## src/design/bfsa_pkg.sv

```systemverilog
// Shared types and constants for the bitmap free-space allocator.
`default_nettype none
package bfsa_pkg;

    localparam int MAP_BITS      = 8192;
    localparam int WORD_BITS     = 32;
    localparam int MAP_WORDS     = (MAP_BITS + WORD_BITS - 1) / WORD_BITS;
    localparam int WADDR_W       = $clog2(MAP_WORDS);
    localparam int BIT_W         = $clog2(WORD_BITS);
    localparam int IDX_W         = 13;
    localparam int NUM_W         = 14;
    localparam int BLOCK_BYTES   = 1024;
    localparam int BITS_PER_BYTE = 8;

    localparam logic [NUM_W-1:0] MIN_NUMBER_RESET = NUM_W'(1);
    localparam logic [NUM_W-1:0] SCAN_LIMIT_RESET = NUM_W'(BLOCK_BYTES * BITS_PER_BYTE);
    localparam logic [NUM_W-1:0] MAP_BITS_NUM     = NUM_W'(MAP_BITS);

    typedef enum logic [1:0] {
        MODE_FIND  = 2'd0,
        MODE_SET   = 2'd1,
        MODE_CLEAR = 2'd2
    } mode_t;

    typedef enum logic {
        REG_MIN_NUMBER = 1'b0,
        REG_SCAN_LIMIT = 1'b1
    } reg_idx_t;

    typedef enum logic [2:0] {
        ST_IDLE,
        ST_SCAN,
        ST_RMW,
        ST_FIN
    } state_t;

    typedef struct packed {
        logic [1:0]       mode;
        logic [IDX_W-1:0] entry_idx;
    } in_t;

    typedef struct packed {
        logic [NUM_W-1:0] free_number;
        logic             found;
    } out_t;

    // Word-scan setup, held for the length of one search
    typedef struct packed {
        logic [NUM_W-1:0] lo;   // lowest zero-based index allowed
        logic [NUM_W-1:0] lim;  // one past the highest index searched
    } scan_win_t;

    typedef struct packed {
        logic             hit;
        logic [NUM_W-1:0] number;
    } scan_res_t;

endpackage
`default_nettype wire

```

## src/design/bfsa_word_scan.sv

```systemverilog
// Window mask and lowest-free-bit search over one bitmap word.
`default_nettype none
module bfsa_word_scan (
    input  wire logic [bfsa_pkg::WORD_BITS-1:0] word,
    input  wire logic [bfsa_pkg::WADDR_W-1:0]   word_addr,
    input  wire bfsa_pkg::scan_win_t            win,
    output bfsa_pkg::scan_res_t                 res
);

    localparam int WW = bfsa_pkg::NUM_W - bfsa_pkg::BIT_W;

    logic [WW-1:0]                  w_ext;
    logic [WW-1:0]                  lo_w;
    logic [WW-1:0]                  hi_w;
    logic [bfsa_pkg::WORD_BITS-1:0] lo_mask;
    logic [bfsa_pkg::WORD_BITS-1:0] hi_mask;
    logic [bfsa_pkg::WORD_BITS-1:0] free_bits;
    logic [bfsa_pkg::BIT_W-1:0]     pos;
    logic [bfsa_pkg::NUM_W-1:0]     idx;

    assign w_ext = WW'(word_addr);
    assign lo_w  = win.lo[bfsa_pkg::NUM_W-1:bfsa_pkg::BIT_W];
    assign hi_w  = win.lim[bfsa_pkg::NUM_W-1:bfsa_pkg::BIT_W];

    always_comb
    begin
        if (w_ext > lo_w)
        begin
            lo_mask = '1;
        end
        else if (w_ext == lo_w)
        begin
            lo_mask = '1 << win.lo[bfsa_pkg::BIT_W-1:0];
        end
        else
        begin
            lo_mask = '0;
        end

        if (w_ext < hi_w)
        begin
            hi_mask = '1;
        end
        else if (w_ext == hi_w)
        begin
            hi_mask = ~('1 << win.lim[bfsa_pkg::BIT_W-1:0]);
        end
        else
        begin
            hi_mask = '0;
        end
    end

    assign free_bits = ~word & lo_mask & hi_mask;

    // lowest set bit wins
    always_comb
    begin
        pos = '0;
        for (int b = bfsa_pkg::WORD_BITS - 1; b >= 0; b--)
        begin
            if (free_bits[b])
            begin
                pos = bfsa_pkg::BIT_W'(b);
            end
        end
    end

    assign idx        = {w_ext, pos};
    assign res.hit    = |free_bits;
    assign res.number = idx + bfsa_pkg::NUM_W'(1);

endmodule
`default_nettype wire

```

## config.mk

```make
export PLATFORM = sky130hd
export DESIGN_NAME = bfsa_word_scan
export DESIGN_NICKNAME = d
export VERILOG_FILES = /design/src/design/bfsa_pkg.sv /design/src/design/bfsa_word_scan.sv
export SDC_FILE = /design/constraint.sdc
export NUM_CORES = 1
export LEC_CHECK = 0
export BUFFER_PORTS_ARGS = -buffer_cell sky130_fd_sc_hd__buf_2
export CAP_MARGIN = 30
export CORE_MARGIN = 5
export CORE_UTILIZATION = 40
export DETAILED_ROUTE_END_ITERATION = 8
export PLACE_DENSITY = 0.73
export SYNTH_ARGS = -nofsm -noshare
export SYNTH_HDL_FRONTEND = slang
export SYNTH_SLANG_ARGS = --single-unit
```

## constraint.sdc

```tcl
create_clock -name vclk -period 4.9
set_input_delay 0.735 -clock vclk [all_inputs]
set_output_delay 0.735 -clock vclk [all_outputs]
set_load 0.02 [all_outputs]
```

==> flow_summary_export.csv, run 1 <==
group,metric,value,unit
synth,muxShareOfSynthArea,0,
drt,dr_wl_met2,5.63,mm
floorplan,coreArea,6280,um2
layout,final_util,0.637,
placed_design,port_buffers,83,
synth,ys_types,79,
floorplan,die_x,90.1,um
min_path,hp-class,"input pin to output pin",
setup_path,critPathLaunchType,"input pin",
setup_path,critPathKind,"input pin to output pin",
placed_design,finalWeightedCongestion,0.965,
layout,drive_above_1_share,0.480,
floorplan,rows,29,
synth,synth_top_family_by_area,"compound AO/OA/AOI/OAI gates",
synth,avgSynthCellArea,6.83,um2
global_route,grt_max_degree,20,
global_route,grt_pass1_wl,17.1,mm
placed_design,hpwlAfterDp,8.75,mm
floorplan,die_y,90.1,um
synth,synth_area,2570,um2
synth,synth-compound-area-share,0.439,
drt,drt_iter0_markers,364,
synth,yosysWarnings,0,
global_route,antenna_found_initial,0,
drt,wl_met1,4.67,mm
synth,synth_fp_nets,461,
min_path,min_delay_path_depth,4,
sta,period_share,0.977,
sta,finalSetupViolations,0,
layout,flops_and_latches,0,
drt,post_drt_wl_per_cell,19.8,um
flow_run,drv_cap,0,
global_route,gr-total-overflow,0,
pwr,vdd_ir_drop_max,66.2,uV
sta,timing.final.hold_violations,0,
drt,vias,3782,
pwr,p_comb_frac,1.000,
pwr,p_switching,276,uW
synth,ys_seq_area_frac,0,
drt,ant_nets,0,
synth,synth_simple_gate_area_frac,0.358,
floorplan,start_util,0.409,
synth,synth-xor-area-share,0.0341,
sta,slew_viol_final,0,
status,status,"completed",
drt,drt-total-wl,11.8,mm
setup_path,end_kind,"output pin",
drt,dr.pass1.iters,6,
min_path,hold_start,"word_addr[1]",
layout,fin_nets,604,
pwr,clkPwrFrac,0,
setup_path,crit_arrival,4050,ps
layout,instances_no_fill,594,
global_route,grt_pass1_vias,3379,
sta,relSlewSlack,0.597,
layout,ff_latch_area,0,um2
pwr,powerDensity,124,nW/um2
drt,drc_errors,0,
setup_path,path_max_fanout,5,
floorplan,ios,83,
min_path,holdPathEnd,"res[6]",
pwr,netSwitchingFraction,0.556,
clocking,cts_hold_buf,0,
setup_path,critPathRequiredTime,4160,ps
sta,grt_setup_unrepaired,"yes",
sta,worst_pin_slew,600,ps
synth,synthCells,376,
layout,antenna_cells,0,
pwr,p_int,220,uW
global_route,track_usage,0.245,
layout,clkbuf_count,0,
placed_design,dp_cells,577,
pwr,pwr-share-seq,0,
drt,viasPerCell,6.37,
drt,met3_length,1.16,mm
sta,period_needed,4790,ps
drt,routed.top_layer,"met4",
floorplan,die-area,8120,um2
layout,syn2layout_area_growth,55.8,%
pwr,leakagePower,1.77,nW
synth,synthAdderAreaFrac,0.0829,
sta,fmax,209,MHz
[power groups by stage]
stage          clock network, mW  logic, mW  registers, mW
2_1_floorplan                  0      0.247              0
5_1_grt                        0      0.528              0
3_3_place_gp                   0      0.398              0
4_1_cts                        0      0.409              0
3_5_place_dp                   0      0.403              0
6_report                       0      0.496              0
[kinds of logic (layout without fill, tap and decap cells)]
kind of cell | Yosys count | count (layout)
XOR/XNOR | 10 | 10
AO/OA/AOI/OAI | 148 | 149
AND/OR/NAND/NOR | 154 | 155
adder cells (fa/ha/maj) | 17 | 17
buffers and inverters | 47 | 186
[cells in the final DEF, fill, tap and decap left out, types with 5 or more instances in the layout]
master	Yosys	layout
a21o_1	10	10
a21oi_1	29	23
a21oi_2	2	7
a31oi_1	6	5
a41oi_1	8	5
and3_1	7	7
buf_2	12	80
buf_4	5	81
ha_4	0	11
inv_1	22	22
nand2_1	33	32
nand3_1	15	14
nand4_1	6	6
nor2_1	32	32
nor3_1	10	9
o21a_1	6	6
o21ai_0	22	15
o21ai_1	6	11
or3_1	5	5
xnor2_1	6	6
[stage by stage]
stage	power [mW]	hold WS (ps)	TNS, ps	area [um2]	setup slack [ps]
2_1_floorplan	0.247	1600	0	2570	80.3
3_3_place_gp	0.398	1910	-38.9	3430	-38.9
3_5_place_dp	0.403	1920	-306	3430	-107
4_1_cts	0.409	1920	0	3480	8.47
5_1_grt	0.528	1960	-54.8	4000	-24.5
6_report	0.496	1940	0	4000	112
[metal layers]
metal,global-route usage,vias up
li1,-,1751
met1,0.319,1743
met2,0.418,250
met3,0.0467,38
met4,0.0509,0
met5,0,-
[cell usage after synthesis, types with 4 or more instances]
| master | number | share of area |
|---|---|---|
| o21ai_0 | 22 | 0.043 |
| xnor2_1 | 6 | 0.020 |
| nor2_1 | 32 | 0.047 |
| clkbuf_1 | 5 | 0.0073 |
| nand2_1 | 33 | 0.048 |
| o21a_1 | 6 | 0.018 |
| a22oi_1 | 4 | 0.012 |
| a311oi_1 | 4 | 0.014 |
| nand2b_1 | 4 | 0.0097 |
| a21oi_1 | 29 | 0.057 |
| nand4_1 | 6 | 0.015 |
| a31oi_1 | 6 | 0.015 |
| a21o_1 | 10 | 0.029 |
| a221oi_1 | 4 | 0.014 |
| and4_1 | 5 | 0.017 |
| and2_1 | 4 | 0.0097 |
| buf_2 | 12 | 0.023 |
| a211oi_1 | 6 | 0.018 |
| nor3_1 | 10 | 0.020 |
| o211ai_1 | 4 | 0.012 |
| or3_1 | 5 | 0.012 |
| o21ai_1 | 6 | 0.012 |
| inv_1 | 22 | 0.032 |
| ha_1 | 17 | 0.083 |
| xor2_1 | 4 | 0.014 |
| a41oi_1 | 8 | 0.027 |
| and3_1 | 7 | 0.017 |
| nand3_1 | 15 | 0.029 |
| buf_4 | 5 | 0.015 |
[worst max-delay path by stage]
| stage | startpoint | slack, ps | cells after the start | endpoint |
|---|---|---|---|---|
| finish | word_addr[6] | 110 | 17 | res[4] |
| global route | word_addr[7] | -20 | 16 | res[11] |
| CTS | word_addr[1] | 8 | 18 | res[8] |
| detailed placement | word_addr[2] | -110 | 18 | res[4] |
| global placement | word_addr[1] | -40 | 19 | res[4] |
| floorplan | word_addr[0] | 80 | 17 | res[4] |
[final cells by class]
class	count	area, um2
Timing Repair Buffer	163	1030
Tap cell	77	96.3
Inverter	23	86.3
Multi-Input combinational cell	331	2780
Fill cell	541	2280
[repair_timing]
item / CTS / global route
setup buffers: 1 / 14
endpoints found under the setup margin: 5 / 11
pin swaps: 4 / 23
gates resized for setup: 10 / 68
gates cloned: 0 / 2
[critical path, stage by stage]
cell,delay [ps]
buf_2,130
ha_2,390
nand4b_4,160
or4_4,610
nor3_4,200
a211oi_2,90
a21o_1,190
a211oi_2,190
o31ai_1,110
a21oi_1,230
nand2b_4,190
a21boi_4,60
ha_4,180
a21oi_2,120
nor2_1,70
a211oi_2,200
buf_4,160
Power figures use the tool's default switching activity.
==> inputs of run 2 (changes only) <==
CORE_UTILIZATION = 50   (was 40)
PLACE_DENSITY = 0.87   (was 0.73)
clock period = 5.26 ns   (was 4.9 ns; I/O delays follow)
==> flow_summary_export.csv, run 2 (same netlist as run 1, synthesis figures left out) <==
group,metric,value,unit
pwr,p_switching,218,uW
sta,setup_slack,150,ps
layout,layout_common_cells,"83 x buf_2, 33 x nand2_1, 32 x nor2_1",
floorplan,die_y,81.6,um
global_route,antenna_found_initial,0,
setup_path,critPathRequiredTime,4470,ps
sta,worst_pin_slew,541,ps
layout,drive_above_1_share,0.342,
layout,flops_and_latches,0,
floorplan,start_util,0.509,
drt,drt_iter0_markers,444,
placed_design,port_buffers,83,
layout,ff_latch_area,0,um2
setup_path,end_kind,"output pin",
pwr,vdd_ir_drop_max,131,uV
global_route,grt_max_degree,20,
floorplan,ios,83,
global_route,gr-total-overflow,0,
drt,post_drt_wl_per_cell,19.2,um
sta,grt_setup_unrepaired,"yes",
layout,final_util,0.646,
min_path,hp-class,"input pin to output pin",
pwr,p_int,144,uW
placed_design,finalWeightedCongestion,1.04,
sta,period_share,0.972,
floorplan,coreArea,5040,um2
pwr,clkPwrFrac,0,
placed_design,hpwlAfterDp,8.11,mm
placed_design,dp_slack,-16.1,ps
drt,drc_errors,0,
sta,finalSetupViolations,0,
pwr,p_comb_frac,1.000,
layout,syn2layout_area_growth,26.9,%
setup_path,path_max_fanout,9,
pwr,powerDensity,111,nW/um2
pwr,pwr-share-seq,0,
pwr,leakagePower,1.44,nW
global_route,track_usage,0.278,
setup_path,critPathKind,"input pin to output pin",
setup_path,critPathLaunchType,"input pin",
min_path,min_delay_path_depth,3,
status,status,"completed",
setup_path,crit_arrival,4320,ps
drt,vias,3522,
layout,clkbuf_count,0,
placed_design,placed_area,3090,um2
sta,period_needed,5110,ps
layout,antenna_cells,0,
drt,drt-total-wl,10.2,mm
floorplan,rows,26,
sta,fmax,196,MHz
drt,viasPerCell,6.66,
layout,layout_commonest_cell,"buf_2",
sta,setup-tns-final,0,ps
layout,fill_cells,471,
sta,slew_viol_final,0,
sta,relSlewSlack,0.637,
global_route,grt_pass1_vias,3095,
floorplan,die-area,6670,um2
layout,fin_nets,546,
drt,dr.pass1.iters,5,
global_route,grt_pass1_wl,14.8,mm
pwr,power.total,362,uW
drt,ant_nets,0,
pwr,netSwitchingFraction,0.603,
flow_run,drv_cap,0,
sta,timing.final.hold_violations,0,
floorplan,die_x,81.6,um
layout,final_area,3260,um2
## run 2: cell types whose count changed in the layout (fill, tap and decap cells not counted), moves of 5 or more
cell     before  now
a21oi_2       7    2
a21oi_1      23   28
ha_4         11    4
o21ai_0      15   21
ha_1          2   12
o21ai_1      11    6
buf_4        81   23
## run 2: timing repair
item / in CTS / in global routing
hold endpoints to repair: 0 / 0
hold buffers: 0 / 0
setup endpoints to repair: 2 / 6
setup buffers: 0 / 4
pin swaps: 0 / 11
gates resized for setup: 3 / 22
cloned: 0 / 0
## run 2: area by class of cell
cell class	count	area [um2]	share of cell area
multi-input combinational	329	2470	0.760
timing repair buffer	107	608	0.187
tap	70	87.6	0.0269
inverter	23	86.3	0.0265
## run 2: worst max-delay path, cell delays in order
cell and delay (ps):
buf_2 160, ha_1 370, a21oi_1 240, o221ai_2 180, a21o_2 310, a311oi_1 380
buf_4 190, and2_1 140, nor4b_1 60, o211a_1 140, o31a_1 320, o21ai_4 150
inv_2 70, ha_2 210, a21oi_1 130, nor2_1 50, a211oi_1 230, buf_2 200
## run 2: worst paths after layout
kind | end | start
setup / recovery | res[4] | word_addr[2]
hold / removal | res[6] | word_addr[1]
## run 2: stage by stage
stage          instances  hold slack (ps)
2_1_floorplan        376             1710
3_3_place_gp         525             1940
3_5_place_dp         525             1950
4_1_cts              525             1950
5_1_grt              529             1980
6_report             529             1960
## run 2: layer usage
| metal | up-vias | GRT usage | wire (um) |
|---|---|---|---|
| li1 | 1630 | - | - |
| met1 | 1618 | 0.374 | 4120 |
| met2 | 243 | 0.456 | 4700 |
| met3 | 31 | 0.0471 | 1090 |
| met4 | 0 | 0.0748 | 255 |
| met5 | - | 0 | 0 |
## run 2: power by group through the flow
stage	clock, mW	sequential, mW	combinational (mW)
finish	0	0	0.362
global route	0	0	0.390
CTS	0	0	0.339
detailed placement	0	0	0.337
global placement	0	0	0.333
floorplan	0	0	0.230
